`src/hdl/idv_pkg.sv`:
```
// ----------------------------------------------------------------------------
// idv_pkg
// Shared types, constants and helper functions for the identity number
// validator: request/result payloads, sequencer states, shared unit controls.
// ----------------------------------------------------------------------------
`default_nettype none

package idv_pkg;

  // Region table geometry
  localparam int TABLE_DEPTH = 64;
  localparam int TABLE_AW    = $clog2(TABLE_DEPTH);
  localparam int COUNT_W     = $clog2(TABLE_DEPTH + 1);

  // Field widths
  localparam int REGION_W = 20;
  localparam int YEAR_W   = 14;
  localparam int MD_W     = 7;
  localparam int SEQ_W    = 10;
  localparam int POS_W    = 5;
  localparam int UNIT_W   = 20;

  // Position of the check character
  localparam logic [POS_W-1:0] POS_CHECK = 5'd17;

  // Year range defaults
  localparam logic [YEAR_W-1:0] MIN_YEAR_RESET = 14'd1900;
  localparam logic [YEAR_W-1:0] MAX_YEAR_RESET = 14'd2011;

  // Character codes
  localparam logic [7:0] CHAR_ZERO = 8'h30;
  localparam logic [7:0] CHAR_NINE = 8'h39;
  localparam logic [7:0] CHAR_X    = 8'h58;

  // Request opcodes
  localparam logic [1:0] OP_CLEAR  = 2'd0;
  localparam logic [1:0] OP_APPEND = 2'd1;
  localparam logic [1:0] OP_CHAR   = 2'd2;

  // Verdict codes
  localparam logic [1:0] VERDICT_INVALID = 2'd0;
  localparam logic [1:0] VERDICT_MALE    = 2'd1;
  localparam logic [1:0] VERDICT_FEMALE  = 2'd2;

  // Check value that is written as X
  localparam logic [3:0] CHECK_X = 4'd10;

  // Configuration register indexes
  localparam int CFG_INDEX_W = 1;
  localparam logic [CFG_INDEX_W-1:0] CFG_MIN_YEAR = 1'b0;
  localparam logic [CFG_INDEX_W-1:0] CFG_MAX_YEAR = 1'b1;

  typedef struct packed {
    logic [1:0]          opcode;
    logic [REGION_W-1:0] region_value;
    logic [7:0]          char_code;
  } req_t;

  typedef struct packed {
    logic [1:0] verdict;
    logic [3:0] expected_check;
  } rsp_t;

  // Shared unit operations
  typedef enum logic [1:0] {
    UOP_MULADD,
    UOP_MOD11,
    UOP_LE,
    UOP_EQ
  } uop_t;

  typedef struct packed {
    uop_t              op;
    logic [UNIT_W-1:0] a;
    logic [3:0]        m;
    logic [UNIT_W-1:0] c;
  } unit_req_t;

  // Sequencer states
  typedef enum logic [3:0] {
    ST_IDLE,
    ST_MAC,
    ST_WMUL,
    ST_MOD,
    ST_EXP,
    ST_YMIN,
    ST_YMAX,
    ST_DAY,
    ST_RD,
    ST_CMP,
    ST_DONE
  } seq_state_t;

  // Number field that a character position feeds
  typedef enum logic [2:0] {
    FLD_REGION,
    FLD_YEAR,
    FLD_MONTH,
    FLD_DAY,
    FLD_SEQ
  } field_t;

  function automatic field_t field_of(input logic [POS_W-1:0] pos);
    field_t f;
    if (pos < 5'd6) begin
      f = FLD_REGION;
    end else if (pos < 5'd10) begin
      f = FLD_YEAR;
    end else if (pos < 5'd12) begin
      f = FLD_MONTH;
    end else if (pos < 5'd14) begin
      f = FLD_DAY;
    end else begin
      f = FLD_SEQ;
    end
    return f;
  endfunction

  // Power-of-two weight mod 11 for each digit position
  function automatic logic [3:0] digit_weight(input logic [POS_W-1:0] pos);
    logic [3:0] w;
    case (pos)
      5'd0:    w = 4'd7;
      5'd1:    w = 4'd9;
      5'd2:    w = 4'd10;
      5'd3:    w = 4'd5;
      5'd4:    w = 4'd8;
      5'd5:    w = 4'd4;
      5'd6:    w = 4'd2;
      5'd7:    w = 4'd1;
      5'd8:    w = 4'd6;
      5'd9:    w = 4'd3;
      5'd10:   w = 4'd7;
      5'd11:   w = 4'd9;
      5'd12:   w = 4'd10;
      5'd13:   w = 4'd5;
      5'd14:   w = 4'd8;
      5'd15:   w = 4'd4;
      5'd16:   w = 4'd2;
      default: w = 4'd0;
    endcase
    return w;
  endfunction

  // Gregorian leap year from the four decimal digits (thousands first).
  // 10 is 2 mod 4, so a two-digit pair mod 4 is (2*tens + units) mod 4.
  function automatic logic is_leap(input logic [3:0] y3, input logic [3:0] y2,
                                   input logic [3:0] y1, input logic [3:0] y0);
    logic [1:0] lo4;
    logic [1:0] hi4;
    lo4 = {y1[0], 1'b0} + y0[1:0];
    hi4 = {y3[0], 1'b0} + y2[1:0];
    return (lo4 == 2'd0) && ((y1 != 4'd0) || (y0 != 4'd0) || (hi4 == 2'd0));
  endfunction

  function automatic logic [MD_W-1:0] last_day(input logic [MD_W-1:0] month,
                                               input logic leap);
    logic [MD_W-1:0] d;
    case (month) inside
      7'd2:                    d = leap ? 7'd29 : 7'd28;
      7'd4, 7'd6, 7'd9, 7'd11: d = 7'd30;
      default:                 d = 7'd31;
    endcase
    return d;
  endfunction

endpackage

`default_nettype wire

```
`src/hdl/idv_unit.sv`:
```
// ----------------------------------------------------------------------------
// idv_unit
// Shared arithmetic unit: multiply-add, reduce mod 11, compare.
// ----------------------------------------------------------------------------
`default_nettype none

module idv_unit (
  input  idv_pkg::unit_req_t              req,
  output logic [idv_pkg::UNIT_W-1:0]      result
);

  logic [23:0] prod_sum;
  logic [14:0] recip;
  logic [3:0]  quot;
  logic [6:0]  rem_raw;
  logic [6:0]  rem_fix;

  // Multiply-add on the full operand
  assign prod_sum = 24'(req.a) * 24'(req.m) + 24'(req.c);

  // Mod 11 of a small value by reciprocal (187/2048), then one correction
  assign recip   = 15'(req.a[6:0]) * 15'd187;
  assign quot    = recip[14:11];
  assign rem_raw = req.a[6:0] - 7'({3'b000, quot} * 7'd11);
  assign rem_fix = (rem_raw >= 7'd11) ? (rem_raw - 7'd11) : rem_raw;

  // Select the operation
  always_comb begin
    unique case (req.op)
      idv_pkg::UOP_MULADD: result = prod_sum[idv_pkg::UNIT_W-1:0];
      idv_pkg::UOP_MOD11:  result = idv_pkg::UNIT_W'(rem_fix);
      idv_pkg::UOP_LE:     result = idv_pkg::UNIT_W'(req.a <= req.c);
      idv_pkg::UOP_EQ:     result = idv_pkg::UNIT_W'(req.a == req.c);
      default:             result = '0;
    endcase
  end

endmodule

`default_nettype wire

```
`src/hdl/idv_region_ram.sv`:
```
// ----------------------------------------------------------------------------
// idv_region_ram
// Region code table: one write port, one registered read port.
// ----------------------------------------------------------------------------
`default_nettype none

module idv_region_ram (
  input  logic                               clk,
  input  logic                               wr_en,
  input  logic [idv_pkg::TABLE_AW-1:0]       wr_addr,
  input  logic [idv_pkg::REGION_W-1:0]       wr_data,
  input  logic                               rd_en,
  input  logic [idv_pkg::TABLE_AW-1:0]       rd_addr,
  output logic [idv_pkg::REGION_W-1:0]       rd_data
);

  logic [idv_pkg::REGION_W-1:0] mem [idv_pkg::TABLE_DEPTH];

  // Write an appended entry
  always_ff @(posedge clk) begin
    if (wr_en) begin
      mem[wr_addr] <= wr_data;
    end
  end

  // Register the read data
  always_ff @(posedge clk) begin
    if (rd_en) begin
      rd_data <= mem[rd_addr];
    end
  end

endmodule

`default_nettype wire

```
`src/hdl/id_number_validator_top.sv`:
```
// ----------------------------------------------------------------------------
// id_number_validator_top
// Checks an 18-character identity number: region table lookup, date and
// year range, sequence and ISO 7064 MOD 11-2 check character.
// ----------------------------------------------------------------------------
//
//   channel  | signals                          | moves
//   ---------+----------------------------------+-------------------------------
//   req      | req_valid, req_stall, req_data   | opcode, region code, character
//   rsp      | rsp_valid, rsp_stall, rsp_data   | verdict, expected check value
//   cfg      | cfg_write, cfg_index, cfg_data   | min_year, max_year writes
//
// Table requests and non-digit characters need no sequencer pass. A digit is
// accepted, then accumulated, weighted and reduced mod 11 in the shared unit.
// The check character finds the expected value, checks the year range and the
// day and, if all fields pass, scans the table over the single read port of the
// region RAM, stopping on a hit; a bad character seen earlier skips all this.
// Reset restores the year range and empties the table; no clearing pass.
// A result waiting on rsp_stall holds the sequencer in its final state only
// when the next result is ready; other requests are taken meanwhile.
// ----------------------------------------------------------------------------
`default_nettype none

module id_number_validator_top (
  input  logic                                clk,
  input  logic                                rst,
  input  logic                                req_valid,
  output logic                                req_stall,
  input  idv_pkg::req_t                       req_data,
  output logic                                rsp_valid,
  input  logic                                rsp_stall,
  output idv_pkg::rsp_t                       rsp_data,
  input  logic                                cfg_write,
  input  logic [idv_pkg::CFG_INDEX_W-1:0]     cfg_index,
  input  logic [idv_pkg::YEAR_W-1:0]          cfg_data
);

  idv_pkg::seq_state_t state;
  idv_pkg::seq_state_t state_next;

  // Configuration
  logic [idv_pkg::YEAR_W-1:0]   min_year;
  logic [idv_pkg::YEAR_W-1:0]   max_year;

  // Number in progress
  logic [idv_pkg::POS_W-1:0]    char_position;
  logic [idv_pkg::REGION_W-1:0] region_accum;
  logic [idv_pkg::YEAR_W-1:0]   year_accum;
  logic [idv_pkg::MD_W-1:0]     month_accum;
  logic [idv_pkg::MD_W-1:0]     day_accum;
  logic [idv_pkg::SEQ_W-1:0]    sequence_accum;
  logic [3:0]                   weighted_residue;
  logic                         bad_char_seen;
  logic [3:0]                   year_digit [4];

  // Table
  logic [idv_pkg::COUNT_W-1:0]  entry_count;
  logic [idv_pkg::TABLE_AW-1:0] scan_idx;
  logic [idv_pkg::REGION_W-1:0] ram_q;
  logic                         ram_wr;
  logic                         ram_rd;

  // Working registers
  logic [3:0]                   digit;
  logic [6:0]                   wsum;
  logic [7:0]                   check_char;
  logic [3:0]                   expect_val;
  logic                         fields_ok;
  logic                         region_hit;

  // Shared unit
  idv_pkg::unit_req_t           ureq;
  logic [idv_pkg::UNIT_W-1:0]   ures;

  logic                         accept;
  logic                         is_digit;
  logic                         at_check;
  logic                         slot_free;
  logic                         leap;
  logic [idv_pkg::MD_W-1:0]     month_last;
  logic                         char_match;
  logic                         scan_last;
  idv_pkg::field_t              fld;
  logic [1:0]                   verdict_final;

  assign req_stall = (state != idv_pkg::ST_IDLE);
  assign accept    = req_valid && !req_stall;
  assign is_digit  = (req_data.char_code >= idv_pkg::CHAR_ZERO) &&
                     (req_data.char_code <= idv_pkg::CHAR_NINE);
  assign at_check  = (char_position == idv_pkg::POS_CHECK);
  assign slot_free = !rsp_valid || !rsp_stall;
  assign fld       = idv_pkg::field_of(char_position);

  assign leap       = idv_pkg::is_leap(year_digit[0], year_digit[1],
                                       year_digit[2], year_digit[3]);
  assign month_last = idv_pkg::last_day(month_accum, leap);
  assign char_match = (expect_val == idv_pkg::CHECK_X) ?
                      (check_char == idv_pkg::CHAR_X) :
                      (check_char == (idv_pkg::CHAR_ZERO + 8'(expect_val)));
  assign scan_last  = ({1'b0, scan_idx} + idv_pkg::COUNT_W'(1)) == entry_count;

  assign verdict_final = (fields_ok && region_hit && char_match) ?
                         (sequence_accum[0] ? idv_pkg::VERDICT_MALE :
                                              idv_pkg::VERDICT_FEMALE) :
                         idv_pkg::VERDICT_INVALID;

  assign ram_wr = accept && (req_data.opcode == idv_pkg::OP_APPEND) &&
                  (entry_count < idv_pkg::COUNT_W'(idv_pkg::TABLE_DEPTH));

  idv_unit u_unit (
    .req    (ureq),
    .result (ures)
  );

  idv_region_ram u_ram (
    .clk     (clk),
    .wr_en   (ram_wr),
    .wr_addr (entry_count[idv_pkg::TABLE_AW-1:0]),
    .wr_data (req_data.region_value),
    .rd_en   (ram_rd),
    .rd_addr (scan_idx),
    .rd_data (ram_q)
  );

  // Sequencer state register
  always_ff @(posedge clk) begin
    if (rst) begin
      state <= idv_pkg::ST_IDLE;
    end else begin
      state <= state_next;
    end
  end

  // Next state and shared unit operands
  always_comb begin
    state_next = state;
    ureq.op    = idv_pkg::UOP_MULADD;
    ureq.a     = '0;
    ureq.m     = '0;
    ureq.c     = '0;
    ram_rd     = 1'b0;
    unique case (state)
      idv_pkg::ST_IDLE: begin
        if (accept && (req_data.opcode == idv_pkg::OP_CHAR)) begin
          if (at_check) begin
            state_next = bad_char_seen ? idv_pkg::ST_DONE : idv_pkg::ST_EXP;
          end else if (is_digit) begin
            state_next = idv_pkg::ST_MAC;
          end
        end
      end
      idv_pkg::ST_MAC: begin
        ureq.m = 4'd10;
        ureq.c = idv_pkg::UNIT_W'(digit);
        unique case (fld)
          idv_pkg::FLD_REGION: ureq.a = region_accum;
          idv_pkg::FLD_YEAR:   ureq.a = idv_pkg::UNIT_W'(year_accum);
          idv_pkg::FLD_MONTH:  ureq.a = idv_pkg::UNIT_W'(month_accum);
          idv_pkg::FLD_DAY:    ureq.a = idv_pkg::UNIT_W'(day_accum);
          default:             ureq.a = idv_pkg::UNIT_W'(sequence_accum);
        endcase
        state_next = idv_pkg::ST_WMUL;
      end
      idv_pkg::ST_WMUL: begin
        ureq.a     = idv_pkg::UNIT_W'(digit);
        ureq.m     = idv_pkg::digit_weight(char_position);
        ureq.c     = idv_pkg::UNIT_W'(weighted_residue);
        state_next = idv_pkg::ST_MOD;
      end
      idv_pkg::ST_MOD: begin
        ureq.op    = idv_pkg::UOP_MOD11;
        ureq.a     = idv_pkg::UNIT_W'(wsum);
        state_next = idv_pkg::ST_IDLE;
      end
      idv_pkg::ST_EXP: begin
        ureq.op    = idv_pkg::UOP_MOD11;
        ureq.a     = idv_pkg::UNIT_W'(4'd12 - weighted_residue);
        state_next = idv_pkg::ST_YMIN;
      end
      idv_pkg::ST_YMIN: begin
        ureq.op    = idv_pkg::UOP_LE;
        ureq.a     = idv_pkg::UNIT_W'(min_year);
        ureq.c     = idv_pkg::UNIT_W'(year_accum);
        state_next = idv_pkg::ST_YMAX;
      end
      idv_pkg::ST_YMAX: begin
        ureq.op    = idv_pkg::UOP_LE;
        ureq.a     = idv_pkg::UNIT_W'(year_accum);
        ureq.c     = idv_pkg::UNIT_W'(max_year);
        state_next = idv_pkg::ST_DAY;
      end
      idv_pkg::ST_DAY: begin
        ureq.op = idv_pkg::UOP_LE;
        ureq.a  = idv_pkg::UNIT_W'(day_accum);
        ureq.c  = idv_pkg::UNIT_W'(month_last);
        if (fields_ok && ures[0] && (entry_count != '0)) begin
          state_next = idv_pkg::ST_RD;
        end else begin
          state_next = idv_pkg::ST_DONE;
        end
      end
      idv_pkg::ST_RD: begin
        ram_rd     = 1'b1;
        state_next = idv_pkg::ST_CMP;
      end
      idv_pkg::ST_CMP: begin
        ureq.op = idv_pkg::UOP_EQ;
        ureq.a  = ram_q;
        ureq.c  = region_accum;
        if (ures[0] || scan_last) begin
          state_next = idv_pkg::ST_DONE;
        end else begin
          state_next = idv_pkg::ST_RD;
        end
      end
      idv_pkg::ST_DONE: begin
        if (slot_free) begin
          state_next = idv_pkg::ST_IDLE;
        end
      end
      default: state_next = idv_pkg::ST_IDLE;
    endcase
  end

  // Year range registers
  always_ff @(posedge clk) begin
    if (rst) begin
      min_year <= idv_pkg::MIN_YEAR_RESET;
      max_year <= idv_pkg::MAX_YEAR_RESET;
    end else if (cfg_write) begin
      case (cfg_index)
        idv_pkg::CFG_MIN_YEAR: min_year <= cfg_data;
        idv_pkg::CFG_MAX_YEAR: max_year <= cfg_data;
        default: ;
      endcase
    end
  end

  // Number state and entry count: accumulate digits, count appends, restart after a result or a clear
  always_ff @(posedge clk) begin
    if (rst) begin
      char_position    <= '0;
      region_accum     <= '0;
      year_accum       <= '0;
      month_accum      <= '0;
      day_accum        <= '0;
      sequence_accum   <= '0;
      weighted_residue <= '0;
      bad_char_seen    <= 1'b0;
      entry_count      <= '0;
    end else begin
      unique case (state)
        idv_pkg::ST_IDLE: begin
          if (accept) begin
            if (req_data.opcode == idv_pkg::OP_CLEAR) begin
              entry_count      <= '0;
              char_position    <= '0;
              region_accum     <= '0;
              year_accum       <= '0;
              month_accum      <= '0;
              day_accum        <= '0;
              sequence_accum   <= '0;
              weighted_residue <= '0;
              bad_char_seen    <= 1'b0;
            end else if (ram_wr) begin
              entry_count <= entry_count + idv_pkg::COUNT_W'(1);
            end else if ((req_data.opcode == idv_pkg::OP_CHAR) && !at_check &&
                         !is_digit) begin
              bad_char_seen <= 1'b1;
              char_position <= char_position + idv_pkg::POS_W'(1);
            end
          end
        end
        idv_pkg::ST_MAC: begin
          unique case (fld)
            idv_pkg::FLD_REGION: region_accum   <= ures;
            idv_pkg::FLD_YEAR:   year_accum     <= ures[idv_pkg::YEAR_W-1:0];
            idv_pkg::FLD_MONTH:  month_accum    <= ures[idv_pkg::MD_W-1:0];
            idv_pkg::FLD_DAY:    day_accum      <= ures[idv_pkg::MD_W-1:0];
            default:             sequence_accum <= ures[idv_pkg::SEQ_W-1:0];
          endcase
        end
        idv_pkg::ST_MOD: begin
          weighted_residue <= ures[3:0];
          char_position    <= char_position + idv_pkg::POS_W'(1);
        end
        idv_pkg::ST_DONE: begin
          if (slot_free) begin
            char_position    <= '0;
            region_accum     <= '0;
            year_accum       <= '0;
            month_accum      <= '0;
            day_accum        <= '0;
            sequence_accum   <= '0;
            weighted_residue <= '0;
            bad_char_seen    <= 1'b0;
          end
        end
        default: ;
      endcase
    end
  end

  // Working registers for the current request
  always_ff @(posedge clk) begin
    unique case (state)
      idv_pkg::ST_IDLE: begin
        if (accept && (req_data.opcode == idv_pkg::OP_CHAR)) begin
          digit      <= req_data.char_code[3:0];
          check_char <= req_data.char_code;
          scan_idx   <= '0;
          region_hit <= 1'b0;
          expect_val <= '0;
          fields_ok  <= (month_accum >= 7'd1) && (month_accum <= 7'd12) &&
                        (day_accum != '0) && (sequence_accum != '0) &&
                        !bad_char_seen;
          if (!at_check && is_digit && (fld == idv_pkg::FLD_YEAR)) begin
            year_digit[2'(char_position - 5'd6)] <= req_data.char_code[3:0];
          end
        end
      end
      idv_pkg::ST_WMUL: wsum       <= ures[6:0];
      idv_pkg::ST_EXP:  expect_val <= ures[3:0];
      idv_pkg::ST_YMIN: fields_ok  <= fields_ok && ures[0];
      idv_pkg::ST_YMAX: fields_ok  <= fields_ok && ures[0];
      idv_pkg::ST_DAY:  fields_ok  <= fields_ok && ures[0];
      idv_pkg::ST_CMP: begin
        if (ures[0]) begin
          region_hit <= 1'b1;
        end else if (!scan_last) begin
          scan_idx <= scan_idx + idv_pkg::TABLE_AW'(1);
        end
      end
      default: ;
    endcase
  end

  // Result register: load when the slot is free, drop once taken
  always_ff @(posedge clk) begin
    if (rst) begin
      rsp_valid <= 1'b0;
    end else if ((state == idv_pkg::ST_DONE) && slot_free) begin
      rsp_valid <= 1'b1;
    end else if (rsp_valid && !rsp_stall) begin
      rsp_valid <= 1'b0;
    end
  end

  always_ff @(posedge clk) begin
    if ((state == idv_pkg::ST_DONE) && slot_free) begin
      rsp_data.verdict        <= verdict_final;
      rsp_data.expected_check <= expect_val;
    end
  end

endmodule

`default_nettype wire

```
`config.mk`:
```
export PLATFORM = sky130hd
export DESIGN_NAME = id_number_validator_top
export DESIGN_NICKNAME = d
export VERILOG_FILES = /design/src/hdl/idv_pkg.sv /design/src/hdl/idv_unit.sv /design/src/hdl/idv_region_ram.sv /design/src/hdl/id_number_validator_top.sv
export SDC_FILE = /design/constraint.sdc
export NUM_CORES = 2
export LEC_CHECK = 0
export BUFFER_PORTS_ARGS = -buffer_cell sky130_fd_sc_hd__clkbuf_2
export CORE_MARGIN = 5
export CORE_UTILIZATION = 57
export CTS_CLUSTER_DIAMETER = 80
export CTS_CLUSTER_SIZE = 10
export DETAILED_ROUTE_END_ITERATION = 12
export GPL_TIMING_DRIVEN = 0
export PLACE_DENSITY = 0.76
export SETUP_SLACK_MARGIN = 0.3
export SYNTH_ARGS = -nofsm -noshare
export SYNTH_HDL_FRONTEND = slang
export SYNTH_SLANG_ARGS = --single-unit
```
`constraint.sdc`:
```
create_clock -name clk -period 8.8 [get_ports clk]
set_clock_uncertainty 0.05 [all_clocks]
set_input_delay 1.32 -clock clk [delete_from_list [all_inputs] [get_ports clk]]
set_output_delay 1.32 -clock clk [all_outputs]
set_load 0.01 [all_outputs]
```
==> reports/metrics.csv <==
metric;value;unit
vias in the first global route;35600;
share of cells above drive strength 1;0.270;
FMAX;112;MHz
Netlist cell types;91;
CTS Hold Buffers Added;0;
register area share after synthesis;0.689;
Total GRT Usage;0.300;
Post-synth ARST share;0;
CP max-delay cell;fa_2;
fillers;6709;
dominant delay contributor by cell family on the critical path;adder cells;
Pleak;23.4;nW
Clock Sinks;1456;
Area Growth Syn to Fin;15.5;%
FF+latch count, synth;1456;
Netlist Area Pre-Place;61800;um^2
CTS tree;built;
Max-cap violations;0;
final WL;174;mm
final setup fails;13;
largest net degree at the start of global routing;65;
Util after Layout;0.665;
wire per inst;33.4;um
CP endpoint kind;flip-flop;
dpl ws;-1.93;ns
Power, Total;14.0;mW
final net count;3989;
antenna violation net count after detailed routing;0;
Multi-input gate area;18900;um^2
worst slew pin tran;1.39;ns
outcome;complete, but fails checks;
maximum vdd drop;0.000224;V
Clock Root Buffer;clkbuf_16;
setup TNS;-1.16;ns
Final Critical Period;8.95;ns
clk buf depth;3;
PD cells;196;nW/um^2
total CTS buffers;164;
GPL Wtd Cong;0.959;
later-pin clock latency in the skew report;0.78;ns
Mapped Avg Cell Area;18.3;um^2
Cells after Synth;3378;
IO buf count;57;
drt first pass iters;8;
grt ovf;0;
hold crit path type;reg2reg;
Placed Cells;4930;
worst endpoint required time;9.22;ns
DPL Wire Length;109;mm
Final Worst Setup Slack;-0.151;ns
Arr. time, crit path;9.37;ns
RSZ-0062 raised after global routing;true;
Buf/Inv on CP;6;
DRT iter0 DRCs;4805;
# rows;120;
number of I/O pins;58;
via count;35400;
clk slew on worst S/H paths;0.06;ns
slowest stage delay, CP;0.60;ns
Final Hold Fails;0;
initial antenna violation count;9;
Die Ht;339;um
Top FF cell, synth;edfxtp_1;
Reg area;42600;um^2
H-tree depth;4;
Slew headroom;0.0617;
worst-path fanout max;10;
EDFF count, synth;1344;
Final Cycle Share;1.02;
failing checks;setup timing;
final cell count without fillers;5219;
die width;339;um
drt drc;0;
critical path launch point type;flip-flop;
Synth Warn #;0;
critical path class;reg2reg;
Final Max Slew Viols;0;
initial core utilization;0.576;
die area;115000;um^2
Core ar.;107000;um^2
via/cell ratio;6.78;
first-pass GRT wire length;249;mm
==> repair_timing <==
item                       in CTS  in global routing
setup endpoints to repair      29                 29
buffers inserted               47                 14
resized for setup             110                 87
pin swaps                      53                 46
==> power by group <==
part           total [mW]  internal [mW]  switching, mW
Combinational       0.446          0.146          0.299
Clock                6.00           3.36           2.64
Sequential           7.58           7.57         0.0123
Total                14.0           11.1           2.96
==> metrics by stage <==
stage / instance area, um^2 / hold slack (ns)
after floorplan: 62000 / 0.386
after global placement: 64000 / 0.393
after detailed placement: 65400 / 0.402
after CTS: 70700 / 0.412
after global routing: 71400 / 0.438
final: 71400 / 0.412
==> Yosys cell counts, types with 8 or more instances <==
library cell	instances	share of area
xnor2_1	24	0.0034
nand4_1	12	0.0012
nand2_1	212	0.013
clkbuf_1	114	0.0069
and3_1	8	0.00081
dfxtp_1	112	0.036
a31oi_1	9	0.00091
nor4_1	11	0.0011
a211oi_1	9	0.0011
a21oi_1	118	0.0096
ha_1	99	0.020
and2_1	12	0.0012
a222oi_1	13	0.0021
fa_1	71	0.023
nor2b_1	15	0.0015
nand2b_1	17	0.0017
a22oi_1	17	0.0021
mux2i_1	17	0.0028
a21o_1	14	0.0017
edfxtp_1	1344	0.65
o211ai_1	20	0.0024
a22o_1	8	0.0011
o21a_1	9	0.0011
buf_1	44	0.0027
nor3_1	21	0.0017
nand3_1	74	0.0060
o21ai_1	9	0.00073
mux4_2	421	0.15
nor2_1	175	0.011
or2_2	15	0.0015
or3_1	8	0.00081
o21ai_0	39	0.0032
a221oi_1	10	0.0014
inv_1	125	0.0076
xor2_1	29	0.0041
==> metal layers <==
metal	track usage	up-vias	part of all wire
li1	-	14200	-
met4	0.153	10	0.065
met3	0.0631	506	0.097
met2	0.493	2452	0.49
met1	0.385	18200	0.35
met5	0	-	0.00048
==> worst min-delay path, stage by stage, from the launching register on <==
cell and delay (ns):
dfxtp_1 0.31, nand2_1 0.05, a21oi_1 0.06
==> cell usage in the layout (no fill, tap or decap), types with 16 or more instances in the layout <==
cell	instances
buf_4	63
buf_8	47
clkbuf_2	45
inv_1	118
dfxtp_1	108
nand2_1	207
nor3_1	19
o211ai_1	20
nor2_1	105
o21ai_1	16
buf_2	17
o21ai_0	30
xor2_1	27
buf_1	41
a21oi_1	109
fa_1	67
xnor2_1	20
mux4_2	421
edfxtp_1	1344
nand2b_1	17
buf_16	21
clkbuf_1	123
nor2_2	69
clkbuf_16	166
conb_1	28
nand3_1	70
buf_12	16
ha_1	89
==> sequential cells by signal, indices dropped and copies added (netlist names), 10 cells and up, named ones only <==
signal	flops
u_ram.mem	1280
region_accum	20
year_digit	11
u_ram.rd_data	20
sequence_accum	10
max_year	14
year_accum	14
min_year	14
==> path summary, 6_finish.rpt <==
| check | depth (start not counted) | slack, ns | startpoint | endpoint |
|---|---|---|---|---|
| setup / recovery | 35 | -0.15 | char_position[2] | scan_idx[0] |
| hold reg to reg | 2 | 0.41 | min_year[11] | min_year[11] |
| setup reg to reg | 35 | -0.15 | char_position[2] | scan_idx[0] |
| hold / removal | 2 | 0.41 | min_year[11] | min_year[11] |
==> cell type report <==
cell class,count,area share
clock inverters,17,0.00340
well taps,1403,0.0246
repair buffers,199,0.0327
plain buffers,169,0.0117
multi-input cells,1653,0.265
inverters,126,0.00675
diodes,6,0.000210
clock buffers,190,0.0588
flip-flops and latches,1456,0.597
==> cell families (layout without fill, tap and decap cells) <==
kind of cell | count (synthesis) | in the layout | share of synthesized area
AOI/OAI and AO/OA | 340 | 340 | 0.0369
xor gates and xnor gates | 57 | 57 | 0.00898
adders and majority gates | 170 | 170 | 0.0430
buffers and inverters | 295 | 701 | 0.0187
DFF | 1456 | 1456 | 0.689
muxes | 441 | 441 | 0.157
other | 2 | 34 | 0.000121
and+or+nand+nor | 617 | 617 | 0.0466
Note: power is estimated with default switching activity, not from simulation.
